===== src/rtl/core/kdv_pkg.sv =====
// kdv_pkg: shared types and constants for the key delta varint encoder
// no dependencies; used by every module under rtl/core
package kdv_pkg;

  localparam int unsigned DATA_W        = 64;
  localparam int unsigned BYTE_W        = 8;
  localparam int unsigned GROUP_W       = 7;
  localparam int unsigned KEY_BYTES_DEF = 8;
  localparam int unsigned QUEUE_DEPTH   = 2;

  localparam logic [BYTE_W-1:0]  VARINT_MORE = 8'h80;
  localparam logic [GROUP_W-1:0] VARINT_LOW7 = 7'h7F;

  typedef struct packed {
    logic [DATA_W-1:0] key_value;
    logic              first_in_block;
  } kdv_in_t;

  typedef struct packed {
    logic [BYTE_W-1:0] out_byte;
    logic              last_byte;
  } kdv_out_t;

  // queue status seen by the front and back parts
  typedef struct packed {
    logic full;
    logic not_empty;
  } kdv_q_status_t;

endpackage


===== src/rtl/core/kdv_front.sv =====
// kdv_front: masks keys, keeps the previous key and forms the 64-bit delta
// depends on kdv_pkg
module kdv_front #(
  parameter int unsigned KEY_BYTES = kdv_pkg::KEY_BYTES_DEF
) (
  input  logic                        clk_i,
  input  logic                        rst_ni,
  input  logic                        in_valid_i,
  output logic                        in_stall_o,
  input  kdv_pkg::kdv_in_t            in_data_i,
  input  kdv_pkg::kdv_q_status_t      q_status_i,
  output logic                        push_o,
  output logic [kdv_pkg::DATA_W-1:0]  delta_o
);

  localparam int unsigned KEY_W = 8 * KEY_BYTES;

  logic [KEY_W-1:0] prev_q, prev_d;
  logic [KEY_W-1:0] key;
  logic [KEY_W:0]   diff;
  logic             accept;

  assign in_stall_o = q_status_i.full;
  assign accept     = in_valid_i & ~q_status_i.full;
  assign key        = in_data_i.key_value[KEY_W-1:0];

  // difference at key width plus a sign bit, sign extended gives mod 2^64
  assign diff    = {1'b0, key} - {1'b0, prev_q};
  assign delta_o = kdv_pkg::DATA_W'($signed(diff));
  assign push_o  = accept & ~in_data_i.first_in_block;

  always_comb begin
    prev_d = prev_q;
    if (accept) begin
      prev_d = key;
    end
  end

  always_ff @(posedge clk_i or negedge rst_ni) begin
    if (!rst_ni) begin
      prev_q <= '0;
    end else begin
      prev_q <= prev_d;
    end
  end

endmodule


===== src/rtl/core/kdv_queue.sv =====
// kdv_queue: short fifo of deltas between the front and back parts
// depends on kdv_pkg
module kdv_queue (
  input  logic                        clk_i,
  input  logic                        rst_ni,
  input  logic                        push_i,
  input  logic [kdv_pkg::DATA_W-1:0]  push_data_i,
  input  logic                        pop_i,
  output logic [kdv_pkg::DATA_W-1:0]  head_o,
  output kdv_pkg::kdv_q_status_t      status_o
);

  localparam int unsigned DEPTH = kdv_pkg::QUEUE_DEPTH;
  localparam int unsigned PTR_W = (DEPTH > 1) ? $clog2(DEPTH) : 1;
  localparam int unsigned CNT_W = $clog2(DEPTH + 1);

  logic [kdv_pkg::DATA_W-1:0] mem_q [DEPTH];
  logic [PTR_W-1:0]           wr_ptr_q, wr_ptr_d;
  logic [PTR_W-1:0]           rd_ptr_q, rd_ptr_d;
  logic [CNT_W-1:0]           count_q, count_d;

  assign head_o             = mem_q[rd_ptr_q];
  assign status_o.full      = (count_q == CNT_W'(DEPTH));
  assign status_o.not_empty = (count_q != '0);

  always_comb begin
    wr_ptr_d = wr_ptr_q;
    rd_ptr_d = rd_ptr_q;
    count_d  = count_q;
    if (push_i) begin
      wr_ptr_d = (wr_ptr_q == PTR_W'(DEPTH - 1)) ? '0 : wr_ptr_q + 1'b1;
    end
    if (pop_i) begin
      rd_ptr_d = (rd_ptr_q == PTR_W'(DEPTH - 1)) ? '0 : rd_ptr_q + 1'b1;
    end
    if (push_i && !pop_i) begin
      count_d = count_q + 1'b1;
    end else if (pop_i && !push_i) begin
      count_d = count_q - 1'b1;
    end
  end

  always_ff @(posedge clk_i or negedge rst_ni) begin
    if (!rst_ni) begin
      wr_ptr_q <= '0;
      rd_ptr_q <= '0;
      count_q  <= '0;
    end else begin
      wr_ptr_q <= wr_ptr_d;
      rd_ptr_q <= rd_ptr_d;
      count_q  <= count_d;
    end
  end

  always_ff @(posedge clk_i) begin
    if (push_i) begin
      mem_q[wr_ptr_q] <= push_data_i;
    end
  end

endmodule


===== src/rtl/core/kdv_back.sv =====
// kdv_back: splits one delta into varint bytes, one byte per cycle while out_stall_i is low
// depends on kdv_pkg
module kdv_back (
  input  logic                        clk_i,
  input  logic                        rst_ni,
  input  kdv_pkg::kdv_q_status_t      q_status_i,
  input  logic [kdv_pkg::DATA_W-1:0]  head_i,
  output logic                        pop_o,
  output logic                        out_valid_o,
  input  logic                        out_stall_i,
  output kdv_pkg::kdv_out_t           out_data_o
);

  logic [kdv_pkg::DATA_W-1:0] rest_q, rest_d;
  logic                       act_q, act_d;
  logic                       is_last;
  logic                       take;

  // final byte once the remainder fits in seven bits
  assign is_last = ~|rest_q[kdv_pkg::DATA_W-1:kdv_pkg::GROUP_W];
  assign take    = act_q & ~out_stall_i;
  assign pop_o   = q_status_i.not_empty & (~act_q | (take & is_last));

  assign out_valid_o          = act_q;
  assign out_data_o.last_byte = is_last;
  assign out_data_o.out_byte  = is_last ? rest_q[kdv_pkg::BYTE_W-1:0]
      : (kdv_pkg::VARINT_MORE
         | {1'b0, rest_q[kdv_pkg::GROUP_W-1:0] & kdv_pkg::VARINT_LOW7});

  always_comb begin
    rest_d = rest_q;
    act_d  = act_q;
    if (pop_o) begin
      rest_d = head_i;
      act_d  = 1'b1;
    end else if (take) begin
      if (is_last) begin
        act_d = 1'b0;
      end else begin
        rest_d = rest_q >> kdv_pkg::GROUP_W;
      end
    end
  end

  always_ff @(posedge clk_i or negedge rst_ni) begin
    if (!rst_ni) begin
      act_q <= 1'b0;
    end else begin
      act_q <= act_d;
    end
  end

  always_ff @(posedge clk_i) begin
    rest_q <= rest_d;
  end

endmodule


===== src/rtl/core/key_delta_varint_encoder.sv =====
// key_delta_varint_encoder: top level of the key delta varint encoder
// depends on kdv_pkg, kdv_front, kdv_queue, kdv_back
//
// channel | direction | handshake               | payload
// --------+-----------+-------------------------+-------------------------------
// in      | input     | in_valid_i / in_stall_o | kdv_in_t: key_value, first_in_block
// out     | output    | out_valid_o/out_stall_i | kdv_out_t: out_byte, last_byte
//
// a key enters when in_valid_i is high and in_stall_o is low; its delta then
// becomes 1 to 10 varint bytes in the back serializer, which loads the next
// delta as it emits the last byte; a block-start key emits nothing and only
// updates the previous key; the two-entry delta queue lets the front keep
// taking keys while the back is stalled; in_stall_o rises when the queue is full
// reset clears the previous key to zero and empties the queue
module key_delta_varint_encoder #(
  parameter int unsigned KEY_BYTES = kdv_pkg::KEY_BYTES_DEF
) (
  input  logic               clk_i,
  input  logic               rst_ni,
  input  logic               in_valid_i,
  output logic               in_stall_o,
  input  kdv_pkg::kdv_in_t   in_data_i,
  output logic               out_valid_o,
  input  logic               out_stall_i,
  output kdv_pkg::kdv_out_t  out_data_o
);

  kdv_pkg::kdv_q_status_t     q_status;
  logic                       push;
  logic                       pop;
  logic [kdv_pkg::DATA_W-1:0] delta;
  logic [kdv_pkg::DATA_W-1:0] head;

  // front: mask key, subtract previous key, update previous key
  kdv_front #(
    .KEY_BYTES (KEY_BYTES)
  ) u_front (
    .clk_i      (clk_i),
    .rst_ni     (rst_ni),
    .in_valid_i (in_valid_i),
    .in_stall_o (in_stall_o),
    .in_data_i  (in_data_i),
    .q_status_i (q_status),
    .push_o     (push),
    .delta_o    (delta)
  );

  // queue of pending deltas
  kdv_queue u_queue (
    .clk_i       (clk_i),
    .rst_ni      (rst_ni),
    .push_i      (push),
    .push_data_i (delta),
    .pop_i       (pop),
    .head_o      (head),
    .status_o    (q_status)
  );

  // back: emit seven bits per byte, low group first
  kdv_back u_back (
    .clk_i       (clk_i),
    .rst_ni      (rst_ni),
    .q_status_i  (q_status),
    .head_i      (head),
    .pop_o       (pop),
    .out_valid_o (out_valid_o),
    .out_stall_i (out_stall_i),
    .out_data_o  (out_data_o)
  );

endmodule


===== config.mk =====
export PLATFORM = sky130hd
export DESIGN_NAME = key_delta_varint_encoder
export DESIGN_NICKNAME = d
export VERILOG_FILES = /design/src/rtl/core/kdv_pkg.sv /design/src/rtl/core/kdv_front.sv /design/src/rtl/core/kdv_queue.sv /design/src/rtl/core/kdv_back.sv /design/src/rtl/core/key_delta_varint_encoder.sv
export SDC_FILE = /design/constraint.sdc
export NUM_CORES = 1
export LEC_CHECK = 0
export ABC_AREA = 1
export BUFFER_PORTS_ARGS = -buffer_cell sky130_fd_sc_hd__buf_2
export CAP_MARGIN = 0
export CELL_PAD_IN_SITES_DETAIL_PLACEMENT = 0
export CELL_PAD_IN_SITES_GLOBAL_PLACEMENT = 1
export CORE_MARGIN = 2
export CORE_UTILIZATION = 41
export CTS_CLUSTER_SIZE = 40
export DETAILED_ROUTE_END_ITERATION = 10
export HOLD_SLACK_MARGIN = 0.1
export MAX_ROUTING_LAYER = met4
export PLACE_DENSITY_LB_ADDON = 0.1
export RECOVER_POWER = 25
export SLEW_MARGIN = 20
export SYNTH_ARGS = -nofsm -noshare
export SYNTH_HDL_FRONTEND = slang
export SYNTH_SLANG_ARGS = --single-unit

===== constraint.sdc =====
create_clock -name clk_i -period 4.2 [get_ports clk_i]
set_input_delay 0.63 -clock clk_i [delete_from_list [all_inputs] [get_ports clk_i]]
set_output_delay 0.63 -clock clk_i [all_outputs]
set_load 0.005 [all_outputs]

Word level (Yosys, flattened, before mapping)
Memory sizes are Yosys's and may differ from the RTL's.
Index checks and enable logic that the tools add are counted.
{ "word_totals": {"mem_bits_ro": 0, "latchBits": 0, "mem_bits_rw": 128, "in_bits": 69, "n_memories": 1, "regBits": 133, "out_inout_bits": 11} }
{ "classes": {"n_eq_ne": 2, "n_mux": 13, "add_sub_neg": 5, "n_div": 0, "n_bitwise": 10, "order_cmp": 0, "multipliers": 0, "n_shift": 0, "n_reduce_logical": 12} }
{ "mem_list": {"columns": ["memory", "words", "width", "rd", "rd_ports_with_merged_regs", "write_ports", "line_no", "rtl"], "rows": [
  ["u_queue.mem_q", 2, 64, 1, 0, 1, "kdv_queue.sv:17", "logic [kdv_pkg::DATA_W-1:0] mem_q [DEPTH];"]
]} }
{ "op_table": {"columns": ["cell", "n"], "rows": [
  ["$mux W64", 3],
  ["$sub A64 B64 Y64", 1],
  ["$reduce_or A57 Y1", 1],
  ["$mux W8", 1],
  ["$reduce_bool A2 Y1", 4],
  ["$mux W1", 7],
  ["$and A1 B1 Y1", 5],
  ["$mux W2", 2],
  ["$not A1 Y1", 4],
  ["$reduce_and A2 Y1", 2],
  ["$logic_not A1 Y1", 3],
  ["$add A1 B1 Y1 const B", 2],
  ["$add A2 B1 Y2 const B", 1],
  ["$eq A2 B2 Y1 const B", 1],
  ["$logic_and A1 B1 Y1", 2],
  ["$ne A2 B2 Y1 const B", 1],
  ["$sub A2 B1 Y2 const B", 1],
  ["$or A1 B1 Y1", 1]
]} }

Longest topological paths before layout
{ "logic_depth": {"depth_word": 8, "ltp_mapped": 16, "mapped_depth_nobuf": 16} }

Cells and area by module
Synthesis repeated with hierarchy kept, for this count alone.
{ "unflattened": {"cells_unflattened": 2129, "hier_area_um2": 16612.2} }
{ "modules_own_cells": {"columns": ["mod", "cells_per_inst", "area_each_um2", "instances"], "rows": [
  ["kdv_front", 1564, 8440.6, 1],
  ["kdv_queue", 224, 5031.1, 1],
  ["kdv_back", 341, 3140.5, 1]
]} }

Worst setup path before layout
Ideal clock, no wire load.
{ "synth_path": {"kind": "input to register", "start": "input port in_valid_i", "end": "memory u_queue.mem_q[0][0] (netlist name), enable pin", "setup_ns": 0.486, "arrival_time_ns": 3.854, "n_path_buf": 1, "stages": 5, "slack_ns": -0.140, "path_cell_list": "o21ai_0 > clkbuf_1 > nor2_1 > inv_1 > nor2_1"} }
{ "synth_between": {"elab_chain_len": 4} }
{ "synth_rtl": {"columns": ["item", "line_no", "rtl"], "rows": [
  ["start: declaration", "key_delta_varint_encoder.sv:20", "input logic in_valid_i,"],
  ["$and A1 B1 Y1", "kdv_front.sv:24", "assign accept = in_valid_i & ~q_status_i.full;"],
  ["$and A1 B1 Y1", "kdv_front.sv:30", "assign push_o = accept & ~in_data_i.first_in_block;"],
  ["named net push", "key_delta_varint_encoder.sv:29", "logic push;"],
  ["$mux W1", "kdv_queue.sv:56", "if (push_i) begin"],
  ["$mux W1 (implied by the code)", "kdv_queue.sv:57", "mem_q[wr_ptr_q] <= push_data_i;"],
  ["end: declaration", "kdv_queue.sv:17", null]
]} }
The timed path passes the listed nets, and every way through them passes these cells.

Worst setup path in the final report
{ "layout_path": {"start": "register u_queue.count_q[0]", "end": "register u_front.prev_q[63]"} }
{ "layout_between": {"elab_chain_len": 3} }
{ "layout_rtl": {"columns": ["item", "line_no", "rtl"], "rows": [
  ["start: declaration", "kdv_queue.sv:20", "logic [CNT_W-1:0] count_q, count_d;"],
  ["start signal: assignment", "kdv_queue.sv:51", "count_q <= count_d;"],
  ["$eq A2 B2 Y1", "kdv_queue.sv:23", "assign status_o.full = (count_q == CNT_W'(DEPTH));"],
  ["$not A1 Y1", "kdv_front.sv:24", null],
  ["$and A1 B1 Y1", "kdv_front.sv:24", null],
  ["end signal: assignment", "kdv_front.sv:43", "prev_q <= prev_d;"],
  ["end: declaration", "kdv_front.sv:18", "logic [KEY_W-1:0] prev_q, prev_d;"]
]} }
Every way passes these cells.
A chain may end at the register's enable or synchronous reset.

==> out/qor.yml <==
logic_synthesis:
  synthCells: 2243
  ys_warn_count: 0
  synthXorXnorAreaFrac_pct: 1.90
  synth_fa_ha_area_share_pct: 5.08
  synth_top_area_cell: "edfxtp_1"
  synth_compound_area_share_pct: 3.96
  syn-mean-instance-area_sq_um: 7.20
  synth_top_family_by_area: "simple AND/OR/NAND/NOR gates"
  synth_area_sq_um: 16200
  ys_ff_latch: 261
  synthDistinctLibCells: 24
  yosysSeqAreaShare_pct: 46.4
  yosys.area.top_type_share_pct: 35.7
  synthMuxAreaShare_pct: 0.0697
  yosys-top-cells-area: "edfxtp_1 (36%), nand2_1 (22%), dfrtp_1 (11%), inv_1 (9.2%), ha_1 (5.0%)"
  synthSimpleGateAreaFrac_pct: 31.7
  synth_nets: 2377
pwr:
  power.total_mw: 11.8
  irDropWorstVdd_uv: 346
  powerDensity_nw_per_um2: 649
  p_leak_nw: 9.51
global_routing:
  grt_max_degree: 128
  grt_first_pass_wirelength_microns: 70000
  grt_pass1_vias: 12789
  antenna_found_initial: 0
  grt_overflow: 0
  grt_usage_pct: 22.4
clocking:
  htreeDepth: 1
  cts_tree: "yes"
  cts_root_buf: "clkbuf_16"
  post_cts_buffers: 0
  cts_max_path_buffers: 3
  numCtsBuffers: 30
  insertion_delay_ns: 0.58
  clkTransAtPathRegs_ns: 0.07
  cts_num_sinks: 261
routing:
  initialDrtViolationCount: 797
  wl_microns: 43900
  postRouteAntennaNets: 0
  drtPass1Iterations: 5
  drc: 0
  wl_per_cell_microns: 15.4
  via_count: 13406
  vias_per_cell: 4.70
min_path:
  hold-path-endpoint: "u_front.prev_q[32]"
  min-delay-start: "in_data_i[33]"
  hold_depth: 3
  hold_path_class: "primary input to register"
placed_design:
  hpwlAfterDp_microns: 34000
  port_buffers: 79
  gp_congestion: 0.926
  place_area_sq_um: 17100
  dp_cells: 2794
worst_setup_path:
  critPathRequiredTime_ns: 4.64
  r2r_cells: 3
  r2r_end: "u_front.prev_q[63]"
  r2r_start: "u_queue.count_q[0]"
  endpoint_kind: "register"
  crit_type: "register to register"
  rrSetupSlack_ns: 1.08
  crit_path_start_kind: "register"
  arrival_ns: 3.55
  path_max_fanout: 127
sta:
  min_period_over_period_pct: 74.3
  whs_ns: 0.322
  skew_ns: 0.0264
  min_period_ns: 3.12
  finalHoldViolCount: 0
  worstMarginPinSlew_ns: 2.46
  slew_viol_final: 128
  max_freq_mhz: 321
  slew_headroom_pct: -64.0
  finalSetupViolCount: 0
  rsz0062_at_grt: "no"
die:
  fp.dieArea_sq_um: 41000
  fp.coreArea_sq_um: 38700
  dieHeight_microns: 203
  start_util_pct: 41.7
  num_rows: 72
  pin_count: 80
  dieWidth_microns: 203
run_status:
  run_status: "finished, violations left"
  failed_checks: "capacitance limit, slew limit"
finish:
  fin_cells: 2852
  nets: 2444
  n_fill_cell: 4082
  final_area_sq_um: 18200
  final_layout_size_suffix_gt1_share_pct: 6.56
  final_core_util_pct: 46.9
  diodes: 0
  syn2layout_area_growth_pct: 12.4
run:
  cap_violations: 1
==> cells in the final DEF, fill, tap and decap left out, types with 33 or more instances in the layout <==
cell type	n
inv_1	397
nand3_1	116
nor2_1	211
dfrtp_1	68
ha_1	64
a21oi_1	105
nand2_1	939
xor2_1	33
buf_2	78
edfxtp_1	192
==> power breakdown <==
| part | total [mW] | internal (mW) | switching [mW] |
|---|---|---|---|
| clock network | 2.92 | 1.82 | 1.09 |
| logic | 5.02 | 1.42 | 3.60 |
| registers | 3.86 | 3.71 | 0.151 |
==> state kept, by name (all words and copies together) (netlist names) <==
name	count
u_queue.wr_ptr_q	1
u_front.prev_q	64
u_back.out_valid_o	1
u_back.rest_q	64
u_queue.rd_ptr_q	1
u_queue.count_q	2
u_queue.mem_q	128
==> cell usage after synthesis, drive strengths merged <==
| master | number |
|---|---|
| mux2 | 1 |
| xor2 | 33 |
| fa | 1 |
| clkbuf | 33 |
| edfxtp | 192 |
| inv | 398 |
| nand4 | 15 |
| nor2 | 213 |
| nand2 | 943 |
| nor3 | 17 |
| o21bai | 3 |
| buf | 23 |
| a21oi | 112 |
| nand3 | 116 |
| ha | 64 |
| o21ai | 6 |
| xnor2 | 2 |
| nor4 | 2 |
| dfrtp | 69 |
==> metal layers <==
layer / track usage [%] / wire length (microns) / up-vias
met5: - / 0 / -
met4: 4.80 / 786 / 0
met3: 2.04 / 1740 / 56
met2: 32.3 / 18100 / 231
met1: 34.1 / 23200 / 6105
li1: - / - / 7014
==> logic make-up (layout without fill, tap and decap cells) <==
family | Yosys count | count (layout)
buffers and inverters | 454 | 545
XOR/XNOR | 35 | 35
AO/OA/AOI/OAI | 121 | 121
flip-flops | 261 | 261
multiplexers | 1 | 1
adder cells (fa/ha/maj) | 65 | 65
AND/OR/NAND/NOR | 1306 | 1306
==> critical path: stages, from the launching register on <==
cell,delay (ns)
dfrtp_1,0.41
o21ai_0,0.24
clkbuf_2,1.62
mux2_2,0.47
==> worst max-delay path by stage <==
stage	depth (start not counted)	start	end	slack, ns
floorplan	5	in_valid_i	u_queue.mem_q[0][0]	-0.14
global placement	16	in_data_i[1]	u_queue.mem_q[0][44]	1.28
detailed placement	16	in_data_i[1]	u_queue.mem_q[0][44]	1.29
CTS	10	u_back.rest_q[7]	u_back.rest_q[52]	1.47
global route	3	rst_ni	u_queue.rd_ptr_q	0.71
finish	3	u_queue.count_q[0]	u_front.prev_q[63]	1.08
==> repair_timing <==
action                    4_1_cts  5_1_grt
hold buffers                    0        1
gates resized for setup         0        0
hold endpoints to repair        0       21
==> area by class of cell <==
cell class                 instances  area [sq um]  area share [%]
sequential                       261          7490            41.2
multi-input combinational       1528          6910            38.1
inverter                         398          1490            8.22
clock buffer                      35           779            4.29
tap                              518           648            3.57
timing repair buffer              91           507            2.79
clock inverter                    21           332            1.83
==> per-stage QoR <==
step                      setup WS [ns]  TNS [ns]
after floorplan                  -0.140    -17.94
after global placement             1.28         0
after detailed placement           1.29         0
after CTS                          1.47         0
after global routing              0.714         0
final                              1.08         0
No activity file was read; power rests on OpenSTA's default activity.
